File: src/cdr_pkg.sv
package cdr_pkg;

  localparam int unsigned CfgIdxW = 3;

  typedef enum logic [CfgIdxW-1:0] {
    REG_JERK_THRESHOLD  = 3'd0,
    REG_JERK_WINDOW     = 3'd1,
    REG_JERK_NEEDED     = 3'd2,
    REG_CURRENT_WINDOW  = 3'd3,
    REG_CURRENT_NEEDED  = 3'd4,
    REG_SPIKE_RATIO     = 3'd5,
    REG_BUMPER_DEBOUNCE = 3'd6,
    REG_RESUME_DELAY    = 3'd7
  } cfg_reg_t;

  typedef enum logic [2:0] {
    PH_OK       = 3'd0,
    PH_DETECTED = 3'd1,
    PH_STOPPED  = 3'd2,
    PH_RETREAT  = 3'd3,
    PH_TURN     = 3'd4,
    PH_RESUME   = 3'd5
  } phase_t;

  localparam logic [0:0] OP_UPDATE = 1'b0;
  localparam logic [0:0] OP_CLEAR  = 1'b1;

  localparam logic [16:0] AlphaQ16        = 17'd64225;
  localparam logic [10:0] OneMinusAlpha   = 11'd1311;
  localparam logic [31:0] BaselineMinQ16  = 32'd6553600;
  localparam logic [31:0] BaselineResetQ16 = 32'd32768000;
  localparam logic [31:0] StopMs          = 32'd100;
  localparam logic [31:0] RetreatMs       = 32'd300;
  localparam logic [31:0] TurnMs          = 32'd500;

  typedef struct packed {
    logic [0:0]  operation;
    logic [31:0] now_ms;
    logic signed [15:0] accel_x;
    logic signed [15:0] accel_y;
    logic signed [15:0] accel_z;
    logic signed [15:0] motor_current;
    logic [0:0]  bumper_left;
    logic [0:0]  bumper_right;
  } item_t;

  typedef struct packed {
    logic [2:0]  response_state;
    logic [0:0]  active;
    logic [0:0]  jerk_flag;
    logic [0:0]  current_flag;
    logic [0:0]  bumper_flag;
    logic [0:0]  bumper_level;
    logic [17:0] jerk_sum;
    logic [15:0] baseline_ma;
    logic [31:0] collision_count;
    logic [31:0] bumper_event_count;
  } result_t;

  typedef struct packed {
    logic [CfgIdxW-1:0] index;
    logic [31:0]        data;
  } cfg_t;

  typedef struct packed {
    logic [17:0] jerk_threshold;
    logic [15:0] jerk_window_ms;
    logic [7:0]  jerk_samples_needed;
    logic [15:0] current_window_ms;
    logic [7:0]  current_samples_needed;
    logic [7:0]  spike_ratio_q4;
    logic [15:0] bumper_debounce_ms;
    logic [15:0] resume_delay_ms;
  } cfg_regs_t;

  // Per-item hit report that each lane hands to the merge stage.
  typedef struct packed {
    logic jerk_hit;
    logic current_hit;
    logic bumper_hit;
  } lane_hits_t;

endpackage

File: src/cdr_current_lane.sv
module cdr_current_lane (
  input  logic                clk,
  input  logic                rst,
  input  logic                start,
  input  logic                clear,
  input  cdr_pkg::item_t      item,
  input  cdr_pkg::cfg_regs_t  cfg,
  output logic                hit,
  output logic                done,
  output logic [15:0]         baseline_ma
);
  import cdr_pkg::*;

  // Steps in order: baseline products, new baseline, ratio product, spike compare.
  logic [31:0] current_average;
  logic [7:0]  spike_counter;
  logic [31:0] spike_window_begin;
  logic [1:0]  step;
  logic [15:0] mag;
  logic [15:0] mag_in;
  logic [48:0] p_avg;
  logic [26:0] p_mag;
  logic [39:0] p_ratio;
  logic [48:0] acc;
  logic [7:0]  cnt_base;
  logic [7:0]  cnt_inc;
  logic        spike;
  logic        expired;

  assign mag_in = item.motor_current[15] ? 16'(-item.motor_current)
                                         : 16'(item.motor_current);
  assign acc = p_avg + {p_mag, 16'd0} + 49'd32768;
  assign expired = (item.now_ms - spike_window_begin) > 32'(cfg.current_window_ms);
  assign cnt_base = expired ? 8'd0 : spike_counter;
  assign cnt_inc = cnt_base + 8'd1;
  assign spike = (current_average > BaselineMinQ16) &&
                 (40'({mag, 20'd0}) > p_ratio);
  assign baseline_ma = current_average[31:16];

  always_ff @(posedge clk) begin
    p_avg <= 49'(current_average) * 49'(AlphaQ16);
    p_mag <= 27'(mag_in) * 27'(OneMinusAlpha);
    p_ratio <= 40'(current_average) * 40'(cfg.spike_ratio_q4);
    if (start) mag <= mag_in;
  end

  always_ff @(posedge clk) begin
    if (rst) begin
      current_average <= BaselineResetQ16;
      spike_counter <= '0;
      spike_window_begin <= '0;
      step <= '0;
      hit <= 1'b0;
      done <= 1'b0;
    end else begin
      done <= 1'b0;
      if (clear) begin
        spike_counter <= '0;
        hit <= 1'b0;
      end else if (start) begin
        step <= 2'd1;
        hit <= 1'b0;
      end else if (step == 2'd1) begin
        current_average <= acc[47:16];
        step <= 2'd2;
      end else if (step == 2'd2) begin
        step <= 2'd3;
      end else if (step == 2'd3) begin
        step <= 2'd0;
        done <= 1'b1;
        if (expired) spike_window_begin <= item.now_ms;
        spike_counter <= spike ? cnt_inc : cnt_base;
        hit <= spike && (cnt_inc >= cfg.current_samples_needed);
      end
    end
  end
endmodule

File: config.mk
export PLATFORM = sky130hd
export DESIGN_NAME = cdr_current_lane
export DESIGN_NICKNAME = d
export VERILOG_FILES = /design/src/cdr_pkg.sv /design/src/cdr_current_lane.sv
export SDC_FILE = /design/constraint.sdc
export NUM_CORES = 2
export LEC_CHECK = 0
export ABC_AREA = 1
export BUFFER_PORTS_ARGS = -buffer_cell sky130_fd_sc_hd__buf_4
export CORE_MARGIN = 2
export CORE_UTILIZATION = 40
export CTS_CLUSTER_SIZE = 10
export DETAILED_ROUTE_END_ITERATION = 10
export GPL_TIMING_DRIVEN = 0
export SLEW_MARGIN = 20
export SYNTH_ARGS = -nofsm -noshare
export SYNTH_HDL_FRONTEND = slang
export SYNTH_SLANG_ARGS = --single-unit
export TNS_END_PERCENT = 30
File: constraint.sdc
create_clock -name clk -period 8.8 [get_ports clk]
set_input_delay 0.44 -clock clk [delete_from_list [all_inputs] [get_ports clk]]
set_output_delay 0.44 -clock clk [all_outputs]
set_load 0.01 [all_outputs]
==> metrics.txt <==
# TYPE chip_impl_metric gauge
chip_impl_info{name="status",value="finished, final reports clean"} 1
chip_impl_metric{name="wire_per_inst",unit="um"} 16.3
chip_impl_metric{name="synth-warning-count",unit=""} 0
chip_impl_info{name="worstPathCellList",value="clkbuf_1, inv_1, ha_1, fa_1, inv_1, fa_1, fa_1, fa_1, fa_1, inv_1, ha_1, nand2_1, o21ai_0, a21oi_1, nand2_1, a31oi_1, o21ai_0, a31oi_1, xnor2_1"} 1
chip_impl_metric{name="synth_enable_flop_cells",unit=""} 16
chip_impl_metric{name="report.power.total",unit="mW"} 9.41
chip_impl_info{name="crit_path_frequent_cell",value="fa_1"} 1
chip_impl_metric{name="synth_nets",unit=""} 5193
chip_impl_metric{name="fraction_of_synthesis_flops_using_an_asynchronous_set_or_reset_pin",unit="%"} 0
chip_impl_metric{name="area_growth",unit="%"} 8.31
chip_impl_metric{name="final_min_period_over_clock_period",unit="%"} 80.1
chip_impl_metric{name="slew_headroom",unit="%"} 27.5
chip_impl_metric{name="drt-vias-per-instance",unit=""} 4.88
chip_impl_metric{name="detailedPlace.worstSlack",unit="ns"} 1.78
chip_impl_metric{name="drive_above_1_share",unit="%"} 4.89
chip_impl_metric{name="number_of_antenna_violations_at_the_first_check_in_global_routing",unit=""} 3
chip_impl_metric{name="critical_path_required",unit="ns"} 9.23
chip_impl_metric{name="setup_slack",unit="ns"} 1.75
chip_impl_metric{name="final.setup.tns",unit="ns"} 0
chip_impl_metric{name="io_pins",unit=""} 227
chip_impl_metric{name="clock_insertion_delay_worst_skew",unit="ns"} 0.52
chip_impl_metric{name="finalCriticalPeriod",unit="ns"} 7.05
chip_impl_metric{name="p_per_area",unit="nW/um2"} 268
chip_impl_metric{name="grt_start_max_net_pins",unit=""} 21
chip_impl_metric{name="final_antenna_net_count",unit=""} 0
chip_impl_metric{name="buffers_inserted_by_post_cts_timing_repair",unit=""} 0
chip_impl_metric{name="gr-usage-met2",unit="%"} 36.1
chip_impl_info{name="path_delay_family",value="adder cells"} 1
chip_impl_metric{name="portBuffers",unit=""} 100
chip_impl_metric{name="critical_path_arrival",unit="ns"} 7.48
chip_impl_info{name="global_route.peak_usage_layer",value="met2"} 1
chip_impl_metric{name="cts_buf_count",unit=""} 17
chip_impl_metric{name="max_clock_freq",unit="MHz"} 142
chip_impl_info{name="hp-class",value="input pin to flop"} 1
chip_impl_metric{name="place_area",unit="um2"} 34600
chip_impl_metric{name="crit_path_max_incr_delay",unit="ns"} 0.80
chip_impl_info{name="combinational_family_with_the_most_area_after_synthesis",value="adder cells"} 1
chip_impl_metric{name="synthSimpleGateAreaFrac",unit="%"} 14.0
chip_impl_metric{name="detailedRoute.firstIterationViolations",unit=""} 1222
chip_impl_metric{name="first_pass_iters",unit=""} 5
chip_impl_metric{name="num_rows",unit=""} 104
chip_impl_metric{name="synth.ff_latch_count",unit=""} 192
chip_impl_metric{name="hold_violations",unit=""} 0
chip_impl_metric{name="area.sequential",unit="um2"} 4000
chip_impl_metric{name="maxSlewViolCount",unit=""} 0
chip_impl_metric{name="parity_gate_share_of_the_synthesized_area_counting_xor_and_xnor_cells",unit="%"} 3.91
chip_impl_metric{name="global_route.usage.met1",unit="%"} 29.4
chip_impl_metric{name="yosysTopAreaCellShare",unit="%"} 29.2
chip_impl_metric{name="met3_usage",unit="%"} 2.67
chip_impl_metric{name="mappedNetlistArea",unit="um2"} 32400
chip_impl_metric{name="detailed_place_hpwl",unit="um"} 72100
chip_impl_metric{name="finalInstanceArea",unit="um2"} 35100
chip_impl_info{name="synth.most_common_cell",value="inv_1"} 1
chip_impl_metric{name="cts.hold.buffers_added",unit=""} 0
chip_impl_metric{name="number_of_max_cap_violations",unit=""} 0
chip_impl_metric{name="grt_pass1_vias",unit=""} 26700
chip_impl_metric{name="post_synth_num_cell_types",unit=""} 46
chip_impl_info{name="clock_tree.root_cell",value="clkbuf_16"} 1
chip_impl_metric{name="path_max_fanout",unit=""} 10
chip_impl_metric{name="vias",unit=""} 25500
chip_impl_info{name="worst_path_max_delay_cell",value="dfxtp_1"} 1
chip_impl_info{name="rsz0062_at_grt",value="no"} 1
chip_impl_metric{name="h-tree-depth",unit=""} 4
chip_impl_metric{name="worstPathBufferInverterCount",unit=""} 4
chip_impl_info{name="worst_setup_path_start_kind",value="flop"} 1
chip_impl_metric{name="fraction_of_synthesized_area_in_multiplexers",unit="%"} 0
chip_impl_info{name="synth.top_cells.by_count",value="982 x inv_1, 756 x nand2_1, 491 x ha_1, 474 x fa_1, 265 x a21oi_1"} 1
chip_impl_metric{name="synth_area_per_cell",unit="um2"} 8.07
chip_impl_metric{name="clk_path_buf_depth",unit=""} 2
chip_impl_metric{name="p_leak",unit="nW"} 18.6
chip_impl_metric{name="grt_pass1_wl",unit="um"} 141000
chip_impl_metric{name="ys_seq_area_share",unit="%"} 12.3
chip_impl_metric{name="fp.coreArea",unit="um2"} 80400
chip_impl_metric{name="design.final.nets",unit=""} 5314
chip_impl_metric{name="fillCellCount",unit=""} 8284
chip_impl_metric{name="post_synth_inst_count",unit=""} 4019
chip_impl_metric{name="floorplan.die.width",unit="um"} 289
chip_impl_metric{name="timing.clock.skew",unit="ns"} 0.0146
chip_impl_metric{name="postCtsResizedCells",unit=""} 0
chip_impl_info{name="critPathKind",value="flop to flop"} 1
chip_impl_metric{name="finalWirelength",unit="um"} 85100
chip_impl_metric{name="post_synth_fa_ha_maj_area_fraction",unit="%"} 48.2
chip_impl_metric{name="globalRouteTotalUtil",unit="%"} 21.6
chip_impl_info{name="crit_path_end_kind",value="flop"} 1
chip_impl_metric{name="fp.dieH",unit="um"} 289
chip_impl_metric{name="routabilityCongestion",unit=""} 0.908
chip_impl_metric{name="maximum_resistive_drop_on_vdd",unit="mV"} 0.262
chip_impl_metric{name="synth-compound-area-share",unit="%"} 8.73
chip_impl_info{name="yosys.area.top_type",value="fa_1"} 1
chip_impl_metric{name="clkSlewWorstSetupHoldPaths",unit="ns"} 0.08
chip_impl_metric{name="floorplan.die_area",unit="um2"} 83400
chip_impl_metric{name="grt_overflow",unit=""} 0
chip_impl_metric{name="worst-slew-pin-transition",unit="ns"} 1.08
chip_impl_info{name="cts_tree",value="built"} 1
chip_impl_info{name="synth_top_cells_by_area",value="fa_1 29%, ha_1 19%, inv_1 11%"} 1
chip_impl_metric{name="multi_input_comb_area",unit="um2"} 24300
chip_impl_metric{name="clock-sinks",unit=""} 192
chip_impl_metric{name="setup_violations",unit=""} 0
chip_impl_metric{name="floorplan.initialDensity",unit="%"} 40.3
chip_impl_metric{name="drc",unit=""} 0
chip_impl_info{name="ys.flop_type",value="dfxtp_1"} 1
-- path summary, 6_finish.rpt --
check	end	startpoint	cells past startpoint	slack [ns]
hold reg to reg	spike_window_begin[29]	spike_window_begin[29]	2	0.46
setup reg to reg	p_avg[42]	current_average[16]	19	1.75
hold / removal	p_mag[0]	item[2]	1	0.18
setup / recovery	p_avg[42]	current_average[16]	19	1.75
-- cells by family after synthesis --
group	Yosys count
buf+inv	1090
compound gates	515
xor+xnor	145
simple gates	1112
fa+ha+maj	965
flops	192
-- stage by stage --
step	hold WS (ns)	util [%]	instances
2_1_floorplan	0.433	-	4019
3_3_place_gp	0.443	42.9	5179
3_5_place_dp	0.451	43.0	5181
4_1_cts	0.146	43.7	5213
5_1_grt	0.152	43.7	5214
6_report	0.179	43.7	5214
-- state kept, by name, indices dropped and copies added, names as in the netlist --
signal              flops
step                    2
spike_window_begin     32
p_ratio                40
done                    1
mag                    16
current_average        32
p_avg                  33
p_mag                  27
spike_counter           8
hit                     1
-- where the power goes --
group / leakage, nW / switching, mW / internal, mW
clock network: 0.287 / 0.447 / 0.380
logic: 16.7 / 4.52 / 2.78
registers: 1.61 / 0.112 / 1.18
total: 18.6 / 5.08 / 4.34
-- final cells by class --
type                       instances  share of cell area (%)
tap                             1060                    3.77
multi-input combinational       2737                    69.1
clock inverter                    15                   0.470
buffer                            94                    1.20
sequential                       192                    11.4
timing repair buffer             102                    2.17
antenna                            1                 0.00712
inverter                         996                    10.6
clock buffer                      17                    1.21
-- worst reg2reg max path, stage by stage, from the launching register on --
cell	delay [ns]
dfxtp_1	0.80
clkbuf_1	0.50
inv_1	0.16
ha_1	0.44
fa_1	0.57
inv_1	0.05
fa_1	0.53
fa_1	0.53
fa_1	0.52
fa_1	0.54
inv_1	0.05
ha_1	0.37
nand2_1	0.17
o21ai_0	0.10
a21oi_1	0.35
nand2_1	0.10
a31oi_1	0.47
o21ai_0	0.24
a31oi_1	0.27
xnor2_1	0.18
-- cell usage in the layout, fill, tap and decap left out, types with 7 or more instances in the layout --
master,synthesis,routed
inv_2,13,13
o21ai_0,142,141
clkbuf_16,0,17
xnor2_1,48,48
a21oi_1,265,265
o21a_1,16,16
fa_1,474,474
a21boi_0,8,8
nand3b_1,7,7
xor2_1,97,96
o211ai_1,13,13
nand2_2,7,7
nand3_1,66,66
nor4_1,12,11
buf_2,7,8
edfxtp_1,16,16
clkbuf_1,71,71
o221ai_1,8,8
nand4_1,23,23
a211oi_1,8,8
nor2_1,191,191
nor3_1,26,26
o21bai_1,12,12
nand2_1,756,756
dfxtp_1,176,176
a31oi_1,19,19
nor2_2,8,8
ha_1,491,491
buf_4,16,117
inv_1,982,982
-- per-layer routing --
metal	vias up	part of all wire, %	wire [um]
met5	-	0.012	10
met4	2	2.5	2110
met3	111	4.1	3530
met2	514	47	40100
met1	12300	46	39300
li1	12600	-	-
Note: power is estimated with default switching activity, not from simulation.
