**src/cdr_pkg.sv**
```systemverilog
package cdr_pkg;

  localparam int unsigned CfgIdxW = 3;

  typedef enum logic [CfgIdxW-1:0] {
    REG_JERK_THRESHOLD  = 3'd0,
    REG_JERK_WINDOW     = 3'd1,
    REG_JERK_NEEDED     = 3'd2,
    REG_CURRENT_WINDOW  = 3'd3,
    REG_CURRENT_NEEDED  = 3'd4,
    REG_SPIKE_RATIO     = 3'd5,
    REG_BUMPER_DEBOUNCE = 3'd6,
    REG_RESUME_DELAY    = 3'd7
  } cfg_reg_t;

  typedef enum logic [2:0] {
    PH_OK       = 3'd0,
    PH_DETECTED = 3'd1,
    PH_STOPPED  = 3'd2,
    PH_RETREAT  = 3'd3,
    PH_TURN     = 3'd4,
    PH_RESUME   = 3'd5
  } phase_t;

  localparam logic [0:0] OP_UPDATE = 1'b0;
  localparam logic [0:0] OP_CLEAR  = 1'b1;

  localparam logic [16:0] AlphaQ16        = 17'd64225;
  localparam logic [10:0] OneMinusAlpha   = 11'd1311;
  localparam logic [31:0] BaselineMinQ16  = 32'd6553600;
  localparam logic [31:0] BaselineResetQ16 = 32'd32768000;
  localparam logic [31:0] StopMs          = 32'd100;
  localparam logic [31:0] RetreatMs       = 32'd300;
  localparam logic [31:0] TurnMs          = 32'd500;

  typedef struct packed {
    logic [0:0]  operation;
    logic [31:0] now_ms;
    logic signed [15:0] accel_x;
    logic signed [15:0] accel_y;
    logic signed [15:0] accel_z;
    logic signed [15:0] motor_current;
    logic [0:0]  bumper_left;
    logic [0:0]  bumper_right;
  } item_t;

  typedef struct packed {
    logic [2:0]  response_state;
    logic [0:0]  active;
    logic [0:0]  jerk_flag;
    logic [0:0]  current_flag;
    logic [0:0]  bumper_flag;
    logic [0:0]  bumper_level;
    logic [17:0] jerk_sum;
    logic [15:0] baseline_ma;
    logic [31:0] collision_count;
    logic [31:0] bumper_event_count;
  } result_t;

  typedef struct packed {
    logic [CfgIdxW-1:0] index;
    logic [31:0]        data;
  } cfg_t;

  typedef struct packed {
    logic [17:0] jerk_threshold;
    logic [15:0] jerk_window_ms;
    logic [7:0]  jerk_samples_needed;
    logic [15:0] current_window_ms;
    logic [7:0]  current_samples_needed;
    logic [7:0]  spike_ratio_q4;
    logic [15:0] bumper_debounce_ms;
    logic [15:0] resume_delay_ms;
  } cfg_regs_t;

  // Per-item hit report that each lane hands to the merge stage.
  typedef struct packed {
    logic jerk_hit;
    logic current_hit;
    logic bumper_hit;
  } lane_hits_t;

endpackage

```
**src/cdr_jerk_lane.sv**
```systemverilog
module cdr_jerk_lane (
  input  logic                clk,
  input  logic                rst,
  input  logic                start,
  input  logic                clear,
  input  cdr_pkg::item_t      item,
  input  cdr_pkg::cfg_regs_t  cfg,
  output logic                hit,
  output logic [17:0]         jerk_value
);
  import cdr_pkg::*;

  logic signed [15:0] last_accel [3];
  logic [7:0]  jerk_counter;
  logic [31:0] jerk_window_begin;
  logic [16:0] d [3];
  logic [17:0] sum;
  logic        expired;
  logic [7:0]  cnt_base;
  logic [7:0]  cnt_inc;
  logic        over;

  function automatic logic [16:0] absdiff(input logic signed [15:0] a,
                                          input logic signed [15:0] b);
    logic signed [16:0] t;
    t = 17'(a) - 17'(b);
    return t[16] ? 17'(-t) : 17'(t);
  endfunction

  always_comb begin
    d[0] = absdiff(item.accel_x, last_accel[0]);
    d[1] = absdiff(item.accel_y, last_accel[1]);
    d[2] = absdiff(item.accel_z, last_accel[2]);
    sum = 18'(d[0]) + 18'(d[1]) + 18'(d[2]);
    expired = (item.now_ms - jerk_window_begin) > 32'(cfg.jerk_window_ms);
    cnt_base = expired ? 8'd0 : jerk_counter;
    over = sum > cfg.jerk_threshold;
    cnt_inc = cnt_base + 8'd1;
  end

  always_ff @(posedge clk) begin
    if (rst) begin
      last_accel[0] <= '0;
      last_accel[1] <= '0;
      last_accel[2] <= '0;
      jerk_value <= '0;
      jerk_counter <= '0;
      jerk_window_begin <= '0;
      hit <= 1'b0;
    end else if (clear) begin
      jerk_counter <= '0;
      hit <= 1'b0;
    end else if (start) begin
      last_accel[0] <= item.accel_x;
      last_accel[1] <= item.accel_y;
      last_accel[2] <= item.accel_z;
      jerk_value <= sum;
      if (expired) jerk_window_begin <= item.now_ms;
      jerk_counter <= over ? cnt_inc : cnt_base;
      hit <= over && (cnt_inc >= cfg.jerk_samples_needed);
    end
  end
endmodule

```
**config.mk**
```make
export PLATFORM = sky130hd
export DESIGN_NAME = cdr_jerk_lane
export DESIGN_NICKNAME = d
export VERILOG_FILES = /design/src/cdr_pkg.sv /design/src/cdr_jerk_lane.sv
export SDC_FILE = /design/constraint.sdc
export NUM_CORES = 1
export LEC_CHECK = 0
export BUFFER_PORTS_ARGS = -buffer_cell sky130_fd_sc_hd__buf_2
export CORE_ASPECT_RATIO = 0.9
export CORE_UTILIZATION = 30
export CTS_BUF_LIST = sky130_fd_sc_hd__clkbuf_16
export DETAILED_ROUTE_END_ITERATION = 16
export PLACE_DENSITY = 0.56
export SETUP_SLACK_MARGIN = 0.1
export SLEW_MARGIN = 0
export SYNTH_ARGS = -nofsm -noshare
export SYNTH_HDL_FRONTEND = slang
export SYNTH_SLANG_ARGS = --single-unit
```
**constraint.sdc**
```tcl
create_clock -name clk -period 7.35 [get_ports clk]
set_clock_uncertainty 0.05 [all_clocks]
set_input_delay 0.3675 -clock clk [delete_from_list [all_inputs] [get_ports clk]]
set_output_delay 0.3675 -clock clk [all_outputs]
set_load 0.01 [all_outputs]
```
==> impl_metrics.env, run 1 <==
export IMPL_fin_nets=2020
export IMPL_r2r_start="last_accel[0][32]"
export IMPL_die_x_um=213
export IMPL_startpoint="last_accel[0][32]"
export IMPL_max_slew_margin_pct=22.0
export IMPL_p_per_area_nw_per_um2=385
export IMPL_port_buffers=144
export IMPL_rows=69
export IMPL_track_usage_pct=15.9
export IMPL_layout_setup_ws_ns=0.498
export IMPL_ir_drop_v=0.000343
export IMPL_worst_slew_pin_slew_ns=1.17
export IMPL_reg2reg_depth=27
export IMPL_synth_nets=1883
export IMPL_grt_max_degree=80
export IMPL_finalWirelength_mm=32.6
export IMPL_drive_gt1_share_pct=18.3
export IMPL_die_area_um2=40800
export IMPL_dp_hpwl_mm=25.4
export IMPL_placedInstanceArea_um2=13400
export IMPL_clk_path_buf_depth=2
export IMPL_cts_buffers=9
export IMPL_maxCapViolations=0
export IMPL_grt_pass1_vias=10100
export IMPL_core_area_um2=39500
export IMPL_yosysWarnings=0
export IMPL_cts_htree_levels=3
export IMPL_synth_cell_types=81
export IMPL_power_leakage_nw=6.28
export IMPL_slew_viol_final=0
export IMPL_area_delta_synth_final_pct=16.9
export IMPL_start_util_pct=30.4
export IMPL_cp_arrival_ns=7.08
export IMPL_drt_iter0_drc=517
export IMPL_place_ws_ns=-0.221
export IMPL_rsz0062_at_grt="yes"
export IMPL_wl_per_cell_um=14.9
export IMPL_rrSetupSlack_ns=0.50
export IMPL_grt_pass1_wl_mm=51.4
export IMPL_crit_fanout=8
export IMPL_fillCellCount=4170
export IMPL_via_count=10900
export IMPL_cts_tree="built"
export IMPL_dr_pass1_iters=5
export IMPL_hold_buffers=0
export IMPL_clock_sinks=107
export IMPL_async_flop_share_pct=0
export IMPL_gp_congestion=0.882
export IMPL_fmax_mhz=146
export IMPL_hold_viol=0
export IMPL_status="complete, no violations"
export IMPL_hold_class="in2reg"
export IMPL_ant_nets=0
export IMPL_rr_endpoint="jerk_counter[7]"
export IMPL_start_kind="flip-flop"
export IMPL_fin_util_pct=35.6
export IMPL_clk_latency_ns=0.40
export IMPL_endpoint="jerk_counter[7]"
export IMPL_cp_end_kind="flip-flop"
export IMPL_boundaryPins=228
export IMPL_avgSynthCellArea_um2=7.95
export IMPL_required_ns=7.57
export IMPL_seq_area_frac_synth_pct=21.8
export IMPL_critical_path_class="reg2reg"
export IMPL_die_h_um=192
export IMPL_syn_inst=1511
export IMPL_period_share_pct=93.2
export IMPL_grt_overflow_total=0
export IMPL_antenna_found_initial=6
export IMPL_synth_enable_flop_cells=48
export IMPL_cts_root_buf="clkbuf_16"
export IMPL_synth_area_um2=12000
export IMPL_drc=0
export IMPL_vias_per_cell=5.00
export IMPL_ys_ff_latch=107
export IMPL_period_minus_slack_ns=6.85
export IMPL_cts_clk_slew_worst_paths_ns=0.09
export IMPL_synth_ff_type="dfxtp_1"
export IMPL_final_area_um2=14000
export IMPL_finalSetupViolations=0
## flip-flops by register name, summed over array words and instances (netlist names)
name	flops
hit	1
jerk_window_begin	32
last_accel	48
jerk_counter	8
jerk_value	18
## logic make-up after synthesis
| family | count (synthesis) | share of synthesized area [%] |
|---|---|---|
| flip-flops | 107 | 21.8 |
| adder cells (fa/ha/maj) | 163 | 18.4 |
| AND/OR/NAND/NOR | 485 | 22.1 |
| multiplexers | 8 | 0.688 |
| XOR/XNOR | 114 | 8.31 |
| buffers and inverters | 252 | 8.08 |
| AO/OA/AOI/OAI | 382 | 20.6 |
## critical path, cell delays in order (launching register included)
cell and delay, ns:
edfxtp_1 0.42, ha_4 0.19, fa_2 0.40, buf_4 0.15, xor2_2 0.24, nand3_1 0.12
or3_1 0.37, or3_1 0.39, or4b_2 0.70, nand2_1 0.11, xnor2_1 0.12, fa_1 0.55
inv_1 0.04, ha_1 0.33, or3_1 0.35, o21ai_0 0.16, nor2_2 0.09, a311oi_2 0.27
o21bai_1 0.11, xnor2_1 0.14, ha_1 0.33, a21oi_1 0.09, o211a_1 0.14, a31o_4 0.29
clkbuf_16 0.17, and3_1 0.17, o21ai_1 0.15, nand3_1 0.08
## repair_timing
action,4_1_cts,5_1_grt
cloned,0,2
pin swaps,1,25
resized for setup,3,58
endpoints found under the setup margin,6,9
buffers inserted,0,9
## cells in the mapped netlist (7+ instances only)
master    count  area [µm²]
nand3b_1     12        90.1
fa_1         22         440
or3_1        15        93.8
a31oi_1      11        68.8
nand3_1      42         210
xnor2_1      62         543
and3_1       60         375
nand4_1      21         131
or2_2         8        50.1
nor3_1       40         200
or4_1         7        52.6
nand2_1      82         308
o21ai_1      34         170
o211ai_1     15         113
or3b_2       33         289
inv_1       195         732
a21oi_1     109         546
dfxtp_1      59        1180
o21ai_0      63         315
edfxtp_1     48        1440
ha_1        141        1760
nor2b_1      13        81.3
a21o_1       24         180
nand2b_1     18         113
and2_1       12        75.1
clkbuf_1     45         169
o21a_1       15         113
o31ai_1      14         105
nor2_1       97         364
a22o_1       16         140
xor2_1       52         455
a211oi_1     16         120
## area by class of cell
type | count | area [µm²] | share of cell area [%]
well taps | 532 | 666 | 4.74
clock inverters | 6 | 45.0 | 0.321
repair buffers | 183 | 1060 | 7.56
diodes | 3 | 7.51 | 0.0535
inverters | 195 | 732 | 5.21
multi-input cells | 1152 | 8660 | 61.7
clock buffers | 10 | 250 | 1.78
flip-flops and latches | 107 | 2620 | 18.7
## cell usage in the layout (no fill, tap or decap), drive strengths merged, types with 7 or more instances in the layout
master  count
nor4        7
nand3b     12
dfxtp      59
buf       181
xnor2      62
o31ai      14
ha        141
or3b       33
a21oi     111
a31oi      11
or4         8
nand4      21
o211ai     16
a211oi     17
inv       197
a22o       16
or3        16
and3       60
clkbuf     12
nor2       97
and2       12
xor2       52
o21a       15
nand2b     18
a21o       24
nor3       40
edfxtp     48
nand2      82
fa         22
or2         8
nand3      42
o21ai      97
nor2b      13
## per-stage QoR
| stage | power, mW | setup TNS, ns | hold WS [ns] | cells |
|---|---|---|---|---|
| after global routing | 5.94 | 0 | 0.245 | 2187 |
| after floorplan | 3.16 | 0 | 0.404 | 1511 |
| after detailed placement | 4.28 | -1.30 | 0.411 | 2158 |
| after CTS | 4.85 | 0 | 0.207 | 2174 |
| final | 5.40 | 0 | 0.232 | 2188 |
| after global placement | 4.23 | -0.340 | 0.409 | 2158 |
## how the worst min path moves through the flow
stage | start | depth (start not counted) | to
final | clear | 3 | jerk_counter[1]
after CTS | clear | 3 | jerk_counter[1]
after floorplan | jerk_window_begin[22] | 2 | jerk_window_begin[22]
after detailed placement | jerk_value[10] | 1 | jerk_value[10]
after global routing | clear | 3 | jerk_counter[1]
after global placement | jerk_value[8] | 1 | jerk_value[8]
## where the power goes
part / internal (mW) / switching (mW) / leakage (nW) / total (mW)
combinational: 1.98 / 2.20 / 5.16 / 4.18
sequential: 0.684 / 0.0259 / 0.969 / 0.710
clock: 0.265 / 0.254 / 0.155 / 0.520
total: 2.93 / 2.48 / 6.28 / 5.40
## routing by layer
| metal | wire (µm) | track usage [%] | up-vias |
|---|---|---|---|
| li1 | - | - | 5653 |
| met1 | 16900 | 22.5 | 5067 |
| met2 | 13900 | 24.4 | 189 |
| met3 | 1400 | 2.96 | 25 |
| met4 | 377 | 4.37 | 6 |
| met5 | 37 | 0 | - |
Power figures use the tool's default switching activity.
==> run 2, diff against run 1 <==
--- a/config.mk
+++ b/config.mk
@@ -5,6 +5,7 @@
 export SDC_FILE = /design/constraint.sdc
 export NUM_CORES = 1
 export LEC_CHECK = 0
+export ABC_AREA = 1
 export BUFFER_PORTS_ARGS = -buffer_cell sky130_fd_sc_hd__buf_2
 export CORE_ASPECT_RATIO = 0.9
 export CORE_UTILIZATION = 30
==> impl_metrics.env, run 2 <==
export IMPL_antenna_found_initial=3
export IMPL_synth_cell_types=43
export IMPL_cts_clk_slew_worst_paths_ns=0.08
export IMPL_drt_iter0_drc=657
export IMPL_grt_pass1_wl_mm=55.7
export IMPL_max_slew_margin_pct=26.0
export IMPL_drc=0
export IMPL_place_ws_ns=0.187
export IMPL_gp_congestion=0.936
export IMPL_clock_sinks=107
export IMPL_endpoint="jerk_counter[7]"
export IMPL_clk_path_buf_depth=2
export IMPL_use_met3_pct=3.10
export IMPL_avgSynthCellArea_um2=6.50
export IMPL_slew_viol_final=0
export IMPL_die_x_um=217
export IMPL_status="complete, no violations"
export IMPL_fin_nets=2435
export IMPL_hold_class="in2reg"
export IMPL_synth_nets=2296
export IMPL_syn_inst=1924
export IMPL_synthSimpleGateAreaFrac_pct=28.4
export IMPL_fillCellCount=4505
export IMPL_cts_tree="built"
export IMPL_area_delta_synth_final_pct=13.6
export IMPL_vias_per_cell=4.46
export IMPL_synth_top_family_by_area="simple AND/OR/NAND/NOR gates"
export IMPL_drive_gt1_share_pct=12.1
export IMPL_synth_enable_flop_cells=48
export IMPL_combPwrFrac_pct=73.4
export IMPL_reg2reg_depth=38
export IMPL_cp_arrival_ns=6.88
export IMPL_grt_use_met1_pct=24.5
export IMPL_clk_latency_ns=0.38
export IMPL_required_ns=7.62
export IMPL_synthMuxAreaShare_pct=0
export IMPL_boundaryPins=228
export IMPL_p_int_mw=2.37
export IMPL_grt_overflow_total=0
export IMPL_cts_htree_levels=3
export IMPL_p_per_area_nw_per_um2=346
export IMPL_start_kind="flip-flop"
export IMPL_synth_xor_area_share_pct=7.64
export IMPL_post_cts_resized=0
export IMPL_yosys_top_cells_count="447 x nand2_1, 442 x inv_1, 160 x nor2_1, 141 x ha_1, 131 x a21oi_1"
export IMPL_crit_top_cell="nand2_1"
export IMPL_setup_tns_ns=0
export IMPL_wl_per_cell_um=13.1
export IMPL_grt_pass1_vias=10900
export IMPL_async_flop_share_pct=0
export IMPL_grt_busiest_layer="met1"
export IMPL_rr_endpoint="jerk_counter[7]"
export IMPL_track_usage_pct=16.5
export IMPL_yosysWarnings=0
export IMPL_via_count=11600
export IMPL_maxCapViolations=0
export IMPL_core_area_um2=40800
export IMPL_start_util_pct=30.6
export IMPL_die_area_um2=42500
export IMPL_synth_ff_type="dfxtp_1"
export IMPL_period_share_pct=90.0
export IMPL_finalSetupViolations=0
export IMPL_cts_setup_buffers=0
export IMPL_rsz0062_at_grt="no"
export IMPL_dr_pass1_iters=5
export IMPL_grt_max_degree=63
export IMPL_synthAdderAreaFrac_pct=17.6
export IMPL_regMostFlops="last_accel"
export IMPL_ys_ff_latch=107
export IMPL_seq_power_share_pct=14.8
export IMPL_final_cell_mix="445 x nand2_1, 440 x inv_1, 158 x nor2_1"
export IMPL_top_regs="last_accel (48), jerk_window_begin (32), jerk_value (18)"
export IMPL_max_stage_delay_ns=0.48
export IMPL_cp_end_kind="flip-flop"
export IMPL_rrSetupSlack_ns=0.74
export IMPL_swShare_pct=51.8
export IMPL_crit_fanout=9
export IMPL_synth_area_leader_cell="ha_1"
export IMPL_rows=70
export IMPL_final_common_cell="nand2_1"
export IMPL_largest_reg_flops=48
export IMPL_yosys_cell_count_top_type="nand2_1"
export IMPL_startpoint="last_accel[0][0]"
export IMPL_port_buffers=144
export IMPL_dp_hpwl_mm=29.2
export IMPL_clock_power_share_pct=11.8
export IMPL_cts_buffers=9
export IMPL_ant_nets=0
export IMPL_period_minus_slack_ns=6.61
export IMPL_grtUsageMet2_pct=24.0
export IMPL_ys_top_cells_by_area="ha_1 14%, nand2_1 13%, inv_1 13%"
export IMPL_layout_setup_ws_ns=0.737
export IMPL_hold_viol=0
export IMPL_power_switching_mw=2.54
export IMPL_final_area_um2=14200
export IMPL_finalWirelength_mm=34.2
export IMPL_hold_path_cell_count=3
export IMPL_die_h_um=196
export IMPL_synth_area_um2=12500
export IMPL_placedInstanceArea_um2=13800
export IMPL_cts_root_buf="clkbuf_16"
export IMPL_fin_util_pct=34.8
export IMPL_critical_path_class="reg2reg"
export IMPL_cp_slowest_cell="fa_1"
export IMPL_r2r_start="last_accel[0][0]"
export IMPL_seq_area_frac_synth_pct=21.0
export IMPL_worst_slew_pin_slew_ns=1.11
export IMPL_ir_drop_v=0.000293
export IMPL_synth_compound_area_share_pct=10.9
export IMPL_fmax_mhz=151
export IMPL_hold_buffers=0
export IMPL_power_leakage_nw=7.82
export IMPL_yosysTopAreaCellShare_pct=14.1
-- run 2: cell count changes after synthesis, sizes merged, moves of 19 or more --
cell,previous run,this run
o21ai,97,78
a21oi,111,132
nor2,97,184
xor2,52,83
xnor2,62,26
inv,195,457
or3b,33,0
and3,60,0
a21o,24,4
clkbuf,45,12
nand2,82,469
nand3,42,94
-- run 2: critical path, delay by kind of cell, from the launching register on --
family          cells  cell delay [ns]
flops               1             0.33
compound gates     10             1.65
buf+inv             7             0.57
fa+ha+maj           5             1.66
simple gates       14             1.74
xor+xnor            2             0.52
-- run 2: kinds of logic (layout without fill, tap and decap cells) --
| family | count (synthesis) | after routing |
|---|---|---|
| and+or+nand+nor | 817 | 817 |
| buffers and inverters | 478 | 622 |
| AOI/OAI and AO/OA | 250 | 250 |
| adders and majority gates | 163 | 163 |
| xor gates and xnor gates | 109 | 109 |
| DFF | 107 | 107 |
| other | 0 | 1 |
-- run 2: final cells by class --
class | instances | area, µm² | area share, %
Multi-Input combinational cell | 1339 | 8100 | 57.0
Sequential cell | 107 | 2620 | 18.5
Inverter | 458 | 1720 | 12.1
Timing Repair Buffer | 148 | 751 | 5.28
Tap cell | 540 | 676 | 4.76
Clock buffer | 10 | 250 | 1.76
Clock inverter | 6 | 85.1 | 0.599
Antenna cell | 1 | 2.50 | 0.0176
-- run 2: through the flow --
| step | instances | hold WS (ns) | power (mW) |
|---|---|---|---|
| 6_report | 2609 | 0.237 | 4.91 |
| 5_1_grt | 2608 | 0.246 | 5.51 |
| 4_1_cts | 2608 | 0.218 | 4.94 |
| 3_5_place_dp | 2592 | 0.392 | 4.32 |
| 3_3_place_gp | 2592 | 0.387 | 4.27 |
| 2_1_floorplan | 1924 | 0.383 | 3.41 |
-- run 2: worst min-delay path by stage --
| stage | from | endpoint |
|---|---|---|
| after global placement | jerk_value[7] | jerk_value[7] |
| final | item[79] | jerk_window_begin[13] |
| after detailed placement | jerk_value[5] | jerk_value[5] |
| after CTS | item[81] | jerk_window_begin[15] |
| after floorplan | jerk_window_begin[7] | jerk_window_begin[7] |
| after global routing | item[84] | jerk_window_begin[18] |
-- run 2: routing by layer --
layer  up-vias  share of wire [%]
met2       173                 40
met3        26                4.7
met4         4                1.6
met5         -              0.058
li1       6262                  -
met1      5176                 54
-- run 2: power groups by stage --
stage	clock [mW]	sequential [mW]	combinational (mW)
after floorplan	0	0.742	2.67
after global placement	0	0.737	3.53
after detailed placement	0	0.740	3.58
after CTS	0.604	0.726	3.61
after global routing	0.619	0.735	4.16
final	0.580	0.726	3.61
