<file path="src/cdr_pkg.sv">
package cdr_pkg;

  localparam int unsigned CfgIdxW = 3;

  typedef enum logic [CfgIdxW-1:0] {
    REG_JERK_THRESHOLD  = 3'd0,
    REG_JERK_WINDOW     = 3'd1,
    REG_JERK_NEEDED     = 3'd2,
    REG_CURRENT_WINDOW  = 3'd3,
    REG_CURRENT_NEEDED  = 3'd4,
    REG_SPIKE_RATIO     = 3'd5,
    REG_BUMPER_DEBOUNCE = 3'd6,
    REG_RESUME_DELAY    = 3'd7
  } cfg_reg_t;

  typedef enum logic [2:0] {
    PH_OK       = 3'd0,
    PH_DETECTED = 3'd1,
    PH_STOPPED  = 3'd2,
    PH_RETREAT  = 3'd3,
    PH_TURN     = 3'd4,
    PH_RESUME   = 3'd5
  } phase_t;

  localparam logic [0:0] OP_UPDATE = 1'b0;
  localparam logic [0:0] OP_CLEAR  = 1'b1;

  localparam logic [16:0] AlphaQ16        = 17'd64225;
  localparam logic [10:0] OneMinusAlpha   = 11'd1311;
  localparam logic [31:0] BaselineMinQ16  = 32'd6553600;
  localparam logic [31:0] BaselineResetQ16 = 32'd32768000;
  localparam logic [31:0] StopMs          = 32'd100;
  localparam logic [31:0] RetreatMs       = 32'd300;
  localparam logic [31:0] TurnMs          = 32'd500;

  typedef struct packed {
    logic [0:0]  operation;
    logic [31:0] now_ms;
    logic signed [15:0] accel_x;
    logic signed [15:0] accel_y;
    logic signed [15:0] accel_z;
    logic signed [15:0] motor_current;
    logic [0:0]  bumper_left;
    logic [0:0]  bumper_right;
  } item_t;

  typedef struct packed {
    logic [2:0]  response_state;
    logic [0:0]  active;
    logic [0:0]  jerk_flag;
    logic [0:0]  current_flag;
    logic [0:0]  bumper_flag;
    logic [0:0]  bumper_level;
    logic [17:0] jerk_sum;
    logic [15:0] baseline_ma;
    logic [31:0] collision_count;
    logic [31:0] bumper_event_count;
  } result_t;

  typedef struct packed {
    logic [CfgIdxW-1:0] index;
    logic [31:0]        data;
  } cfg_t;

  typedef struct packed {
    logic [17:0] jerk_threshold;
    logic [15:0] jerk_window_ms;
    logic [7:0]  jerk_samples_needed;
    logic [15:0] current_window_ms;
    logic [7:0]  current_samples_needed;
    logic [7:0]  spike_ratio_q4;
    logic [15:0] bumper_debounce_ms;
    logic [15:0] resume_delay_ms;
  } cfg_regs_t;

  // Per-item hit report that each lane hands to the merge stage.
  typedef struct packed {
    logic jerk_hit;
    logic current_hit;
    logic bumper_hit;
  } lane_hits_t;

endpackage

</file>
<file path="src/cdr_bumper_lane.sv">
module cdr_bumper_lane (
  input  logic                clk,
  input  logic                rst,
  input  logic                start,
  input  cdr_pkg::item_t      item,
  input  cdr_pkg::cfg_regs_t  cfg,
  output logic                level
);
  import cdr_pkg::*;

  logic        pending;
  logic [31:0] change_time;
  logic [31:0] ref_time;
  logic        pressed;

  assign pressed = item.bumper_left[0] | item.bumper_right[0];
  assign ref_time = pending ? change_time : item.now_ms;

  always_ff @(posedge clk) begin
    if (rst) begin
      level <= 1'b0;
      pending <= 1'b0;
      change_time <= '0;
    end else if (start) begin
      if (pressed != level) begin
        if (!pending) change_time <= item.now_ms;
        if ((item.now_ms - ref_time) > 32'(cfg.bumper_debounce_ms)) begin
          level <= pressed;
          pending <= 1'b0;
        end else begin
          pending <= 1'b1;
        end
      end else begin
        pending <= 1'b0;
      end
    end
  end
endmodule

</file>
<file path="config.mk">
export PLATFORM = sky130hd
export DESIGN_NAME = cdr_bumper_lane
export DESIGN_NICKNAME = d
export VERILOG_FILES = /design/src/cdr_pkg.sv /design/src/cdr_bumper_lane.sv
export SDC_FILE = /design/constraint.sdc
export NUM_CORES = 1
export LEC_CHECK = 0
export BUFFER_PORTS_ARGS = -buffer_cell sky130_fd_sc_hd__buf_2
export CAP_MARGIN = 20
export CORE_UTILIZATION = 46
export DETAILED_ROUTE_END_ITERATION = 8
export GPL_ROUTABILITY_DRIVEN = 0
export HOLD_SLACK_MARGIN = 0.05
export PLACE_DENSITY = 0.87
export SETUP_SLACK_MARGIN = 0.3
export SYNTH_ARGS = -nofsm -noshare
export SYNTH_HDL_FRONTEND = slang
export SYNTH_SLANG_ARGS = --single-unit
</file>
<file path="constraint.sdc">
create_clock -name clk -period 5.9 [get_ports clk]
set_clock_uncertainty 0.1 [all_clocks]
set_input_delay 0.295 -clock clk [delete_from_list [all_inputs] [get_ports clk]]
set_output_delay 0.295 -clock clk [all_outputs]
set_load 0.005 [all_outputs]
</file>
==> results.sh, run 1 <==
export IMPL_wl_mm=10.3
export IMPL_row_count=32
export IMPL_arrival_ps=5460
export IMPL_antenna_found_initial=0
export IMPL_cts_tree="done"
export IMPL_vias_per_cell=6.28
export IMPL_clk_pin_slew_worst_paths_ps=70
export IMPL_die_h_um=93.0
export IMPL_vias=3996
export IMPL_portBuffers=53
export IMPL_clk_latency_ps=290
export IMPL_synthesis_area_um2=3810
export IMPL_root_buffer="clkbuf_8"
export IMPL_setup_viol=0
export IMPL_ir_drop_v=0.000123
export IMPL_synth_flop_cell="dfxtp_1"
export IMPL_route_detailed_drc=0
export IMPL_cp_start_kind="flip-flop"
export IMPL_synth_top_area_share_pct=17.9
export IMPL_drtIter0Drc=391
export IMPL_holdCritPathClass="in2reg"
export IMPL_crit_fanout=20
export IMPL_grt_pass1_wl_mm=17.3
export IMPL_ant_nets=0
export IMPL_grt_pass1_vias=3835
export IMPL_overflow=0
export IMPL_core_area_um2=7890
export IMPL_cts_sinks=34
export IMPL_htree_num_levels=2
export IMPL_worstPathRequired_ps=6010
export IMPL_ys_types=63
export IMPL_cts_buffers=5
export IMPL_final_seq_area_um2=684
export IMPL_routedWlPerCell_um=16.2
export IMPL_rsz0062_at_grt="false"
export IMPL_multiInputGateArea_um2=2930
export IMPL_die_x_um=93.0
export IMPL_final_net_count=793
export IMPL_synth_cells=492
export IMPL_n_antenna_cell=0
export IMPL_synth_area_leader_cell="dfxtp_1"
export IMPL_ioPinCount=209
export IMPL_synth_warnings=0
export IMPL_hold_viol=0
export IMPL_yosys_register_bits=34
export IMPL_criticalPathCategory="reg2reg"
export IMPL_final_common_cell="nor2_1"
export IMPL_setup_tns_ps=0
export IMPL_p_per_area_nw_per_um2=192
export IMPL_area_delta_synth_final_pct=10.4
export IMPL_postSynthAreaPerCell_um2=7.75
export IMPL_timing_final_crit_period_ps=5350
export IMPL_async_flop_share_pct=0
export IMPL_worst_pin_slew_ps=868
export IMPL_synth_edff_count=0
export IMPL_fillers=715
export IMPL_synthTopCellsByArea="dfxtp_1, ha_1, mux2i_1"
export IMPL_cts_buffer_depth=2
export IMPL_die_area_um2=8660
export IMPL_hpwl_mm=8.08
export IMPL_firstDrtPassIters=5
export IMPL_leakagePower_nw=1.78
export IMPL_grt_max_degree=36
export IMPL_clock_fmax_mhz=187
export IMPL_ys_seq_area_share_pct=17.9
export IMPL_finalHoldWorstSlack_ps=225
export IMPL_grt_use_total_pct=24.7
export IMPL_maxCapViolCount=0
export IMPL_slew_violations=0
export IMPL_start_util_pct=48.3
export IMPL_drive_above_1_share_pct=14.8
export IMPL_fin_crit_sh_pct=90.6
export IMPL_cp_end_kind="flip-flop"
export IMPL_layout_common_cells="nor2_1, buf_2, ha_1"
export IMPL_timing_slew_headroom_pct=42.0
export IMPL_synth_fp_nets=750
export IMPL_hold_buffers=0
export IMPL_status="complete, no violations"
-- power by group --
group	internal (mW)	leakage (nW)	switching (mW)
clock	0.0901	0.0431	0.0859
combinational	0.150	1.46	0.219
sequential	0.250	0.282	0.0109
-- Yosys cell counts (all sizes together), types with 2 or more instances --
master and count:
inv 27, a211o 2, o2111ai 2, xnor2 16, clkbuf 15, o21ai 25, o21a 7, xor2 6
nor4 4, ha 49, nor2b 3, o31a 2, dfxtp 34, a31o 2, a21boi 4, nand2b 4
o22ai 4, buf 4, nor2 60, a21oi 45, mux2i 33, a211oi 34, a221o 2, a21o 7
o211a 3, nand4 11, a31oi 2, o31ai 2, and4 2, nor3b 2, and2 2, nor3 6
o211ai 6, nand2 42, nand3 7
-- flip-flops by register name, summed over array words and instances (netlist names) --
register     cells
pending          1
level            1
change_time     32
-- metrics by stage --
step	cell area [um2]	total power, mW	util [%]	instances	setup WS [ps]
after floorplan	3810	0.534	-	492	950
after global placement	4120	0.607	52.2	630	568
after detailed placement	4120	0.623	52.2	630	435
after CTS	4200	0.802	53.3	636	397
after global routing	4210	0.860	53.4	636	337
final	4210	0.806	53.4	636	552
-- logic make-up after synthesis --
group | after synthesis | share of synthesized area (%)
multiplexers | 34 | 8.96
adder cells (fa/ha/maj) | 50 | 16.6
XOR/XNOR | 22 | 5.25
AO/OA/AOI/OAI | 158 | 28.0
flip-flops | 34 | 17.9
buffers and inverters | 46 | 5.51
AND/OR/NAND/NOR | 148 | 17.9
-- repair_timing --
action / 4_1_cts / 5_1_grt
buffers inserted: 0 / 0
endpoints found under the setup margin: 0 / 2
endpoints found under the hold margin: 0 / 0
gates resized for setup: 0 / 2
-- worst paths after layout --
check                                     from                            to  slack (ps)  depth (start not counted)
setup / recovery          pending$_SDFFE_PP0P_            level$_SDFFE_PP0P_         550                         20
hold / removal                        item[97]  change_time[31]$_SDFFE_PP0P_         230                          3
setup reg to reg          pending$_SDFFE_PP0P_            level$_SDFFE_PP0P_         550                         20
hold reg to reg   change_time[24]$_SDFFE_PP0P_  change_time[24]$_SDFFE_PP0P_         400                          2
-- metal layers --
layer	share of wire, %	vias up	GRT usage, %
li1	-	1901	-
met1	43	1840	31.0
met2	46	196	41.9
met3	6.7	59	3.82
met4	3.9	0	10.0
met5	0	-	0
-- final cells by class --
type	instances	share of cell area [%]
flip-flops and latches	34	16.3
clock buffers	6	1.96
multi-input cells	412	69.7
inverters	27	2.41
repair buffers	55	6.66
well taps	102	3.03
-- worst max-delay path: stages (launching register included) --
cell and delay (ps):
dfxtp_4 560, o21ai_0 190, ha_1 260, fa_1 410
nor2b_1 180, o31a_1 260, o2111ai_1 210, nand2_1 210
a21oi_1 110, xnor2_1 230, ha_1 300, nand4_1 160
nor2_1 80, a221o_1 300, or3_1 340, a22o_1 220
or4_4 410, nor4_2 150, and4_1 280, a31oi_1 110
a211oi_2 200
No activity file was read; power rests on OpenSTA's default activity.
==> run 2, diff against run 1 <==
--- a/config.mk
+++ b/config.mk
@@ -7,11 +7,11 @@
 export LEC_CHECK = 0
 export BUFFER_PORTS_ARGS = -buffer_cell sky130_fd_sc_hd__buf_2
 export CAP_MARGIN = 20
-export CORE_UTILIZATION = 46
+export CORE_UTILIZATION = 50
 export DETAILED_ROUTE_END_ITERATION = 8
 export GPL_ROUTABILITY_DRIVEN = 0
 export HOLD_SLACK_MARGIN = 0.05
-export PLACE_DENSITY = 0.87
+export PLACE_DENSITY = 0.93
 export SETUP_SLACK_MARGIN = 0.3
 export SYNTH_ARGS = -nofsm -noshare
 export SYNTH_HDL_FRONTEND = slang
==> constraint.sdc (replaced) <==
create_clock -name clk -period 6.8 [get_ports clk]
set_clock_uncertainty 0.1 [all_clocks]
set_input_delay 0.34 -clock clk [delete_from_list [all_inputs] [get_ports clk]]
set_output_delay 0.34 -clock clk [all_outputs]
set_load 0.005 [all_outputs]
==> results.sh, run 2 (synthesis gave the netlist of run 1 again) <==
export IMPL_rsz0062_at_grt="false"
export IMPL_final_cell_area_um2=4220
export IMPL_antenna_found_initial=0
export IMPL_finalHoldWorstSlack_ps=240
export IMPL_worst_pin_slew_ps=1070
export IMPL_final_net_count=793
export IMPL_die_area_um2=7980
export IMPL_grt_pass1_wl_mm=16.5
export IMPL_cts_buffer_depth=2
export IMPL_portBuffers=53
export IMPL_maxCapViolCount=0
export IMPL_die_h_um=89.3
export IMPL_cts_resized=0
export IMPL_htree_num_levels=2
export IMPL_placed_area_um2=4130
export IMPL_timing_slew_headroom_pct=28.2
export IMPL_dp_cells=627
export IMPL_cts_tree="done"
export IMPL_final_common_cell="nor2_1"
export IMPL_layout_common_cells="nor2_1, buf_2, ha_1"
export IMPL_ant_nets=0
export IMPL_hold_buffers=0
export IMPL_crit_fanout=19
export IMPL_instances_no_fill=635
export IMPL_route_detailed_drc=0
export IMPL_cts_buffers=5
export IMPL_finalPower_mw=0.709
export IMPL_clk_latency_ps=290
export IMPL_cts_sinks=34
export IMPL_hold_viol=0
export IMPL_holdCritPathClass="in2reg"
export IMPL_hpwl_mm=8.06
export IMPL_cts_setup_buffers=0
export IMPL_start_util_pct=52.0
export IMPL_clock_fmax_mhz=183
export IMPL_area_delta_synth_final_pct=10.7
export IMPL_row_count=31
export IMPL_leakagePower_nw=1.79
export IMPL_reg_top3="change_time x32, level x1, pending x1"
export IMPL_preCtsSetupSlack_ps=1450
export IMPL_grt_max_degree=39
export IMPL_largest_register_ffs=32
export IMPL_vias_per_cell=6.40
export IMPL_grt_pass1_vias=3753
export IMPL_timing_final_crit_period_ps=5480
export IMPL_criticalPathCategory="reg2reg"
export IMPL_slew_violations=0
export IMPL_drive_above_1_share_pct=14.7
export IMPL_setup_viol=0
export IMPL_status="complete, no violations"
export IMPL_wl_mm=10.3
export IMPL_n_antenna_cell=0
export IMPL_routedWlPerCell_um=16.2
export IMPL_grt_use_total_pct=26.1
export IMPL_setup_tns_ps=0
export IMPL_ir_drop_v=0.000105
export IMPL_cp_start_kind="flip-flop"
export IMPL_drtIter0Drc=306
export IMPL_final_util_pct=57.6
export IMPL_p_per_area_nw_per_um2=168
export IMPL_ioPinCount=209
export IMPL_firstDrtPassIters=6
export IMPL_die_x_um=89.3
export IMPL_top_register="change_time"
export IMPL_clk_pin_slew_worst_paths_ps=70
export IMPL_arrival_ps=5600
export IMPL_root_buffer="clkbuf_8"
export IMPL_setup_ws_ps=1320
export IMPL_overflow=0
export IMPL_worstPathRequired_ps=6920
export IMPL_core_area_um2=7330
export IMPL_cp_end_kind="flip-flop"
export IMPL_vias=4067
export IMPL_fin_crit_sh_pct=80.5
-- run 2: final timing paths --
check             cells after the start                            to  slack [ps]                    startpoint
setup / recovery                     20            level$_SDFFE_PP0P_        1320          pending$_SDFFE_PP0P_
hold / removal                        3  change_time[31]$_SDFFE_PP0P_         240                      item[97]
hold reg to reg                       2  change_time[26]$_SDFFE_PP0P_         400  change_time[26]$_SDFFE_PP0P_
setup reg to reg                     20            level$_SDFFE_PP0P_        1320          pending$_SDFFE_PP0P_
-- run 2: layout make-up --
cell class	count	area, um2
sequential	34	682
fill	609	3110
clock buffer	7	86.3
multi-input combinational	412	2930
timing repair buffer	55	293
inverter	27	101
clock inverter	1	5.00
tap	99	124
-- run 2: worst max-delay path: stages, from the launching register on --
cell	delay (ps)
dfxtp_2	700
mux2i_1	370
inv_1	110
fa_1	450
nor2b_1	170
o31a_1	240
o2111ai_1	220
nand2_1	220
a21oi_1	120
xnor2_1	140
ha_1	290
nand4_1	150
nor2_1	60
a221o_1	310
or3_1	320
a22o_1	200
or4_4	420
nor4_2	170
and4_1	300
a31oi_1	120
a211oi_2	200
-- run 2: power breakdown --
group | internal [mW] | switching, mW | total, mW
Sequential | 0.217 | 0.00949 | 0.227
Combinational | 0.132 | 0.189 | 0.321
Clock | 0.0818 | 0.0791 | 0.161
-- run 2: layer usage --
metal / global-route usage (%) / vias up / part of all wire [%]
li1: - / 1911 / -
met1: 30.6 / 1864 / 40
met2: 44.0 / 223 / 48
met3: 5.63 / 69 / 7.5
met4: 14.7 / 0 / 5.3
met5: 0 / - / 0
==> run 3, diff against run 2 <==
--- a/config.mk
+++ b/config.mk
@@ -7,11 +7,11 @@
 export LEC_CHECK = 0
 export BUFFER_PORTS_ARGS = -buffer_cell sky130_fd_sc_hd__buf_2
 export CAP_MARGIN = 20
-export CORE_UTILIZATION = 50
+export CORE_UTILIZATION = 42
 export DETAILED_ROUTE_END_ITERATION = 8
 export GPL_ROUTABILITY_DRIVEN = 0
 export HOLD_SLACK_MARGIN = 0.05
-export PLACE_DENSITY = 0.93
+export PLACE_DENSITY = 0.84
 export SETUP_SLACK_MARGIN = 0.3
 export SYNTH_ARGS = -nofsm -noshare
 export SYNTH_HDL_FRONTEND = slang
==> constraint.sdc (replaced) <==
create_clock -name clk -period 5 [get_ports clk]
set_clock_uncertainty 0.1 [all_clocks]
set_input_delay 0.25 -clock clk [delete_from_list [all_inputs] [get_ports clk]]
set_output_delay 0.25 -clock clk [all_outputs]
set_load 0.005 [all_outputs]
==> results.sh, run 3 (synthesis gave the netlist of run 1 again) <==
export IMPL_status="complete, but fails checks"
export IMPL_violations="negative setup slack"
export IMPL_crit_end="pending$_SDFFE_PP0P_"
export IMPL_switching_power_mw=0.405
export IMPL_firstDrtPassIters=6
export IMPL_ioPinCount=209
export IMPL_busiest_layer="met2"
export IMPL_cp_end_kind="flip-flop"
export IMPL_cts_buffer_depth=2
export IMPL_hold_buffers=0
export IMPL_clkPwrFrac_pct=22.1
export IMPL_row_count=34
export IMPL_root_buffer="clkbuf_8"
export IMPL_fillers=800
export IMPL_grt_pass1_wl_mm=17.7
export IMPL_timing_slew_headroom_pct=31.7
export IMPL_clk_latency_ps=290
export IMPL_core_area_um2=8760
export IMPL_ant_nets=0
export IMPL_drive_above_1_share_pct=24.9
export IMPL_holdCritPathClass="in2reg"
export IMPL_rsz0062_at_grt="true"
export IMPL_hold_viol=0
export IMPL_crit_fanout=6
export IMPL_htree_num_levels=2
export IMPL_final_util_pct=53.6
export IMPL_grt_use_total_pct=22.2
export IMPL_clock_fmax_mhz=199
export IMPL_maxCapViolCount=0
export IMPL_pwr_share_seq_pct=30.1
export IMPL_setup_viol=1
export IMPL_regToRegStartpoint="pending$_SDFFE_PP0P_"
export IMPL_p_int_mw=0.620
export IMPL_die_h_um=97.3
export IMPL_route_detailed_drc=0
export IMPL_grt_use_met1_pct=28.4
export IMPL_area_delta_synth_final_pct=23.3
export IMPL_grt_max_degree=35
export IMPL_use_met3_pct=3.74
export IMPL_drtIter0Drc=344
export IMPL_wl_mm=10.7
export IMPL_layout_common_cells="nor2_1, buf_2, ha_1"
export IMPL_ff2ff_setup_slack_ps=-30
export IMPL_cts_tree="done"
export IMPL_start_util_pct=43.5
export IMPL_clk_pin_slew_worst_paths_ps=80
export IMPL_final_net_count=827
export IMPL_n_antenna_cell=0
export IMPL_largest_register_ffs=32
export IMPL_cts_buffers=5
export IMPL_reg_top3="change_time x32, level x1, pending x1"
export IMPL_worst_pin_slew_ps=1020
export IMPL_setup_tns_ps=-34.9
export IMPL_p_comb_share_pct=47.7
export IMPL_timing_final_crit_period_ps=5030
export IMPL_placed_area_um2=4300
export IMPL_vias_per_cell=5.97
export IMPL_overflow=0
export IMPL_use_met2_pct=38.8
export IMPL_slew_violations=0
export IMPL_switching_share_pct=39.5
export IMPL_worstPathRequired_ps=5100
export IMPL_vias=4046
export IMPL_ir_drop_v=0.000111
export IMPL_criticalPathCategory="reg2reg"
export IMPL_final_common_cell="nor2_1"
export IMPL_routedWlPerCell_um=15.8
export IMPL_cts_sinks=34
export IMPL_worstReg2RegEnd="pending$_SDFFE_PP0P_"
export IMPL_arrival_ps=5130
export IMPL_final_cell_area_um2=4700
export IMPL_setup_ws_ps=-34.9
export IMPL_leakagePower_nw=1.98
export IMPL_portBuffers=53
export IMPL_die_x_um=97.3
export IMPL_p_per_area_nw_per_um2=218
export IMPL_die_area_um2=9460
export IMPL_top_register="change_time"
export IMPL_antenna_found_initial=0
export IMPL_crit_start="pending$_SDFFE_PP0P_"
export IMPL_hpwl_mm=8.05
export IMPL_fin_crit_sh_pct=101
export IMPL_grt_pass1_vias=3857
export IMPL_cp_start_kind="flip-flop"
export IMPL_reg2reg_depth=21
export IMPL_hold_depth=3
[run 3: cell types whose count changed in the layout (fill, tap and decap cells not counted), moves of 3 or more]
cell and delta:
mux2i_1 -3, mux2i_4 +3, a21oi_2 +8, buf_4 +31, ha_1 -4, a21oi_1 -8
[run 3: worst max-delay path, stage by stage, from the launching register on]
cell and delay, ps:
dfxtp_4 430, buf_8 160, buf_6 110, mux2i_4 240, ha_4 240, o211a_1 220, o31a_1 140, o2111ai_2 240
nand2_2 120, a21oi_2 180, xnor2_1 150, ha_1 270, nand4_1 130, nor2_1 60, a221o_1 300, or3_1 310
a22o_1 200, or4_4 430, nor4_4 250, and4_4 280, nand4_1 120, a21oi_2 270
[run 3: power groups by stage]
stage / clock (mW) / sequential (mW) / combinational (mW)
final: 0.227 / 0.308 / 0.489
after global routing: 0.244 / 0.312 / 0.539
after CTS: 0.233 / 0.308 / 0.459
after detailed placement: 0 / 0.314 / 0.439
after global placement: 0 / 0.312 / 0.415
after floorplan: 0 / 0.311 / 0.319
[run 3: timing repair]
item | 4_1_cts | 5_1_grt
resized for setup | 25 | 19
pin swaps | 9 | 10
setup endpoints to repair | 2 | 2
setup buffers | 9 | 5
[run 3: per-layer routing]
metal  vias to the layer above  part of all wire, %
met4                         0                  2.7
li1                       1973                    -
met3                        38                  5.7
met2                       158                   48
met5                         -                    0
met1                      1877                   44
[run 3: cell type report]
class	instances	area (um2)	share of cell area [%]
clock inverters	2	12.5	0.266
clock buffers	6	82.6	1.76
repair buffers	89	571	12.1
flip-flops and latches	34	684	14.6
well taps	108	135	2.88
inverters	27	101	2.16
multi-input cells	412	3110	66.2
[run 3: how the worst min path moves through the flow]
stage / start / endpoint / slack, ps
floorplan: item[97] / change_time[31]$_SDFFE_PP0P_ / 300
global placement: change_time[0]$_SDFFE_PP0P_ / change_time[0]$_SDFFE_PP0P_ / 370
detailed placement: change_time[2]$_SDFFE_PP0P_ / change_time[2]$_SDFFE_PP0P_ / 390
CTS: item[97] / change_time[31]$_SDFFE_PP0P_ / 150
global route: item[97] / change_time[31]$_SDFFE_PP0P_ / 180
finish: item[97] / change_time[31]$_SDFFE_PP0P_ / 160
[run 3: metrics by stage]
step | instances | total power [mW] | hold WS (ps) | worst slack (ps)
after floorplan | 492 | 0.630 | 297 | 317
after global placement | 655 | 0.727 | 374 | -58.1
after detailed placement | 656 | 0.754 | 391 | -80.6
after CTS | 673 | 1.00 | 148 | 128
after global routing | 678 | 1.09 | 183 | -224
final | 678 | 1.02 | 156 | -34.9
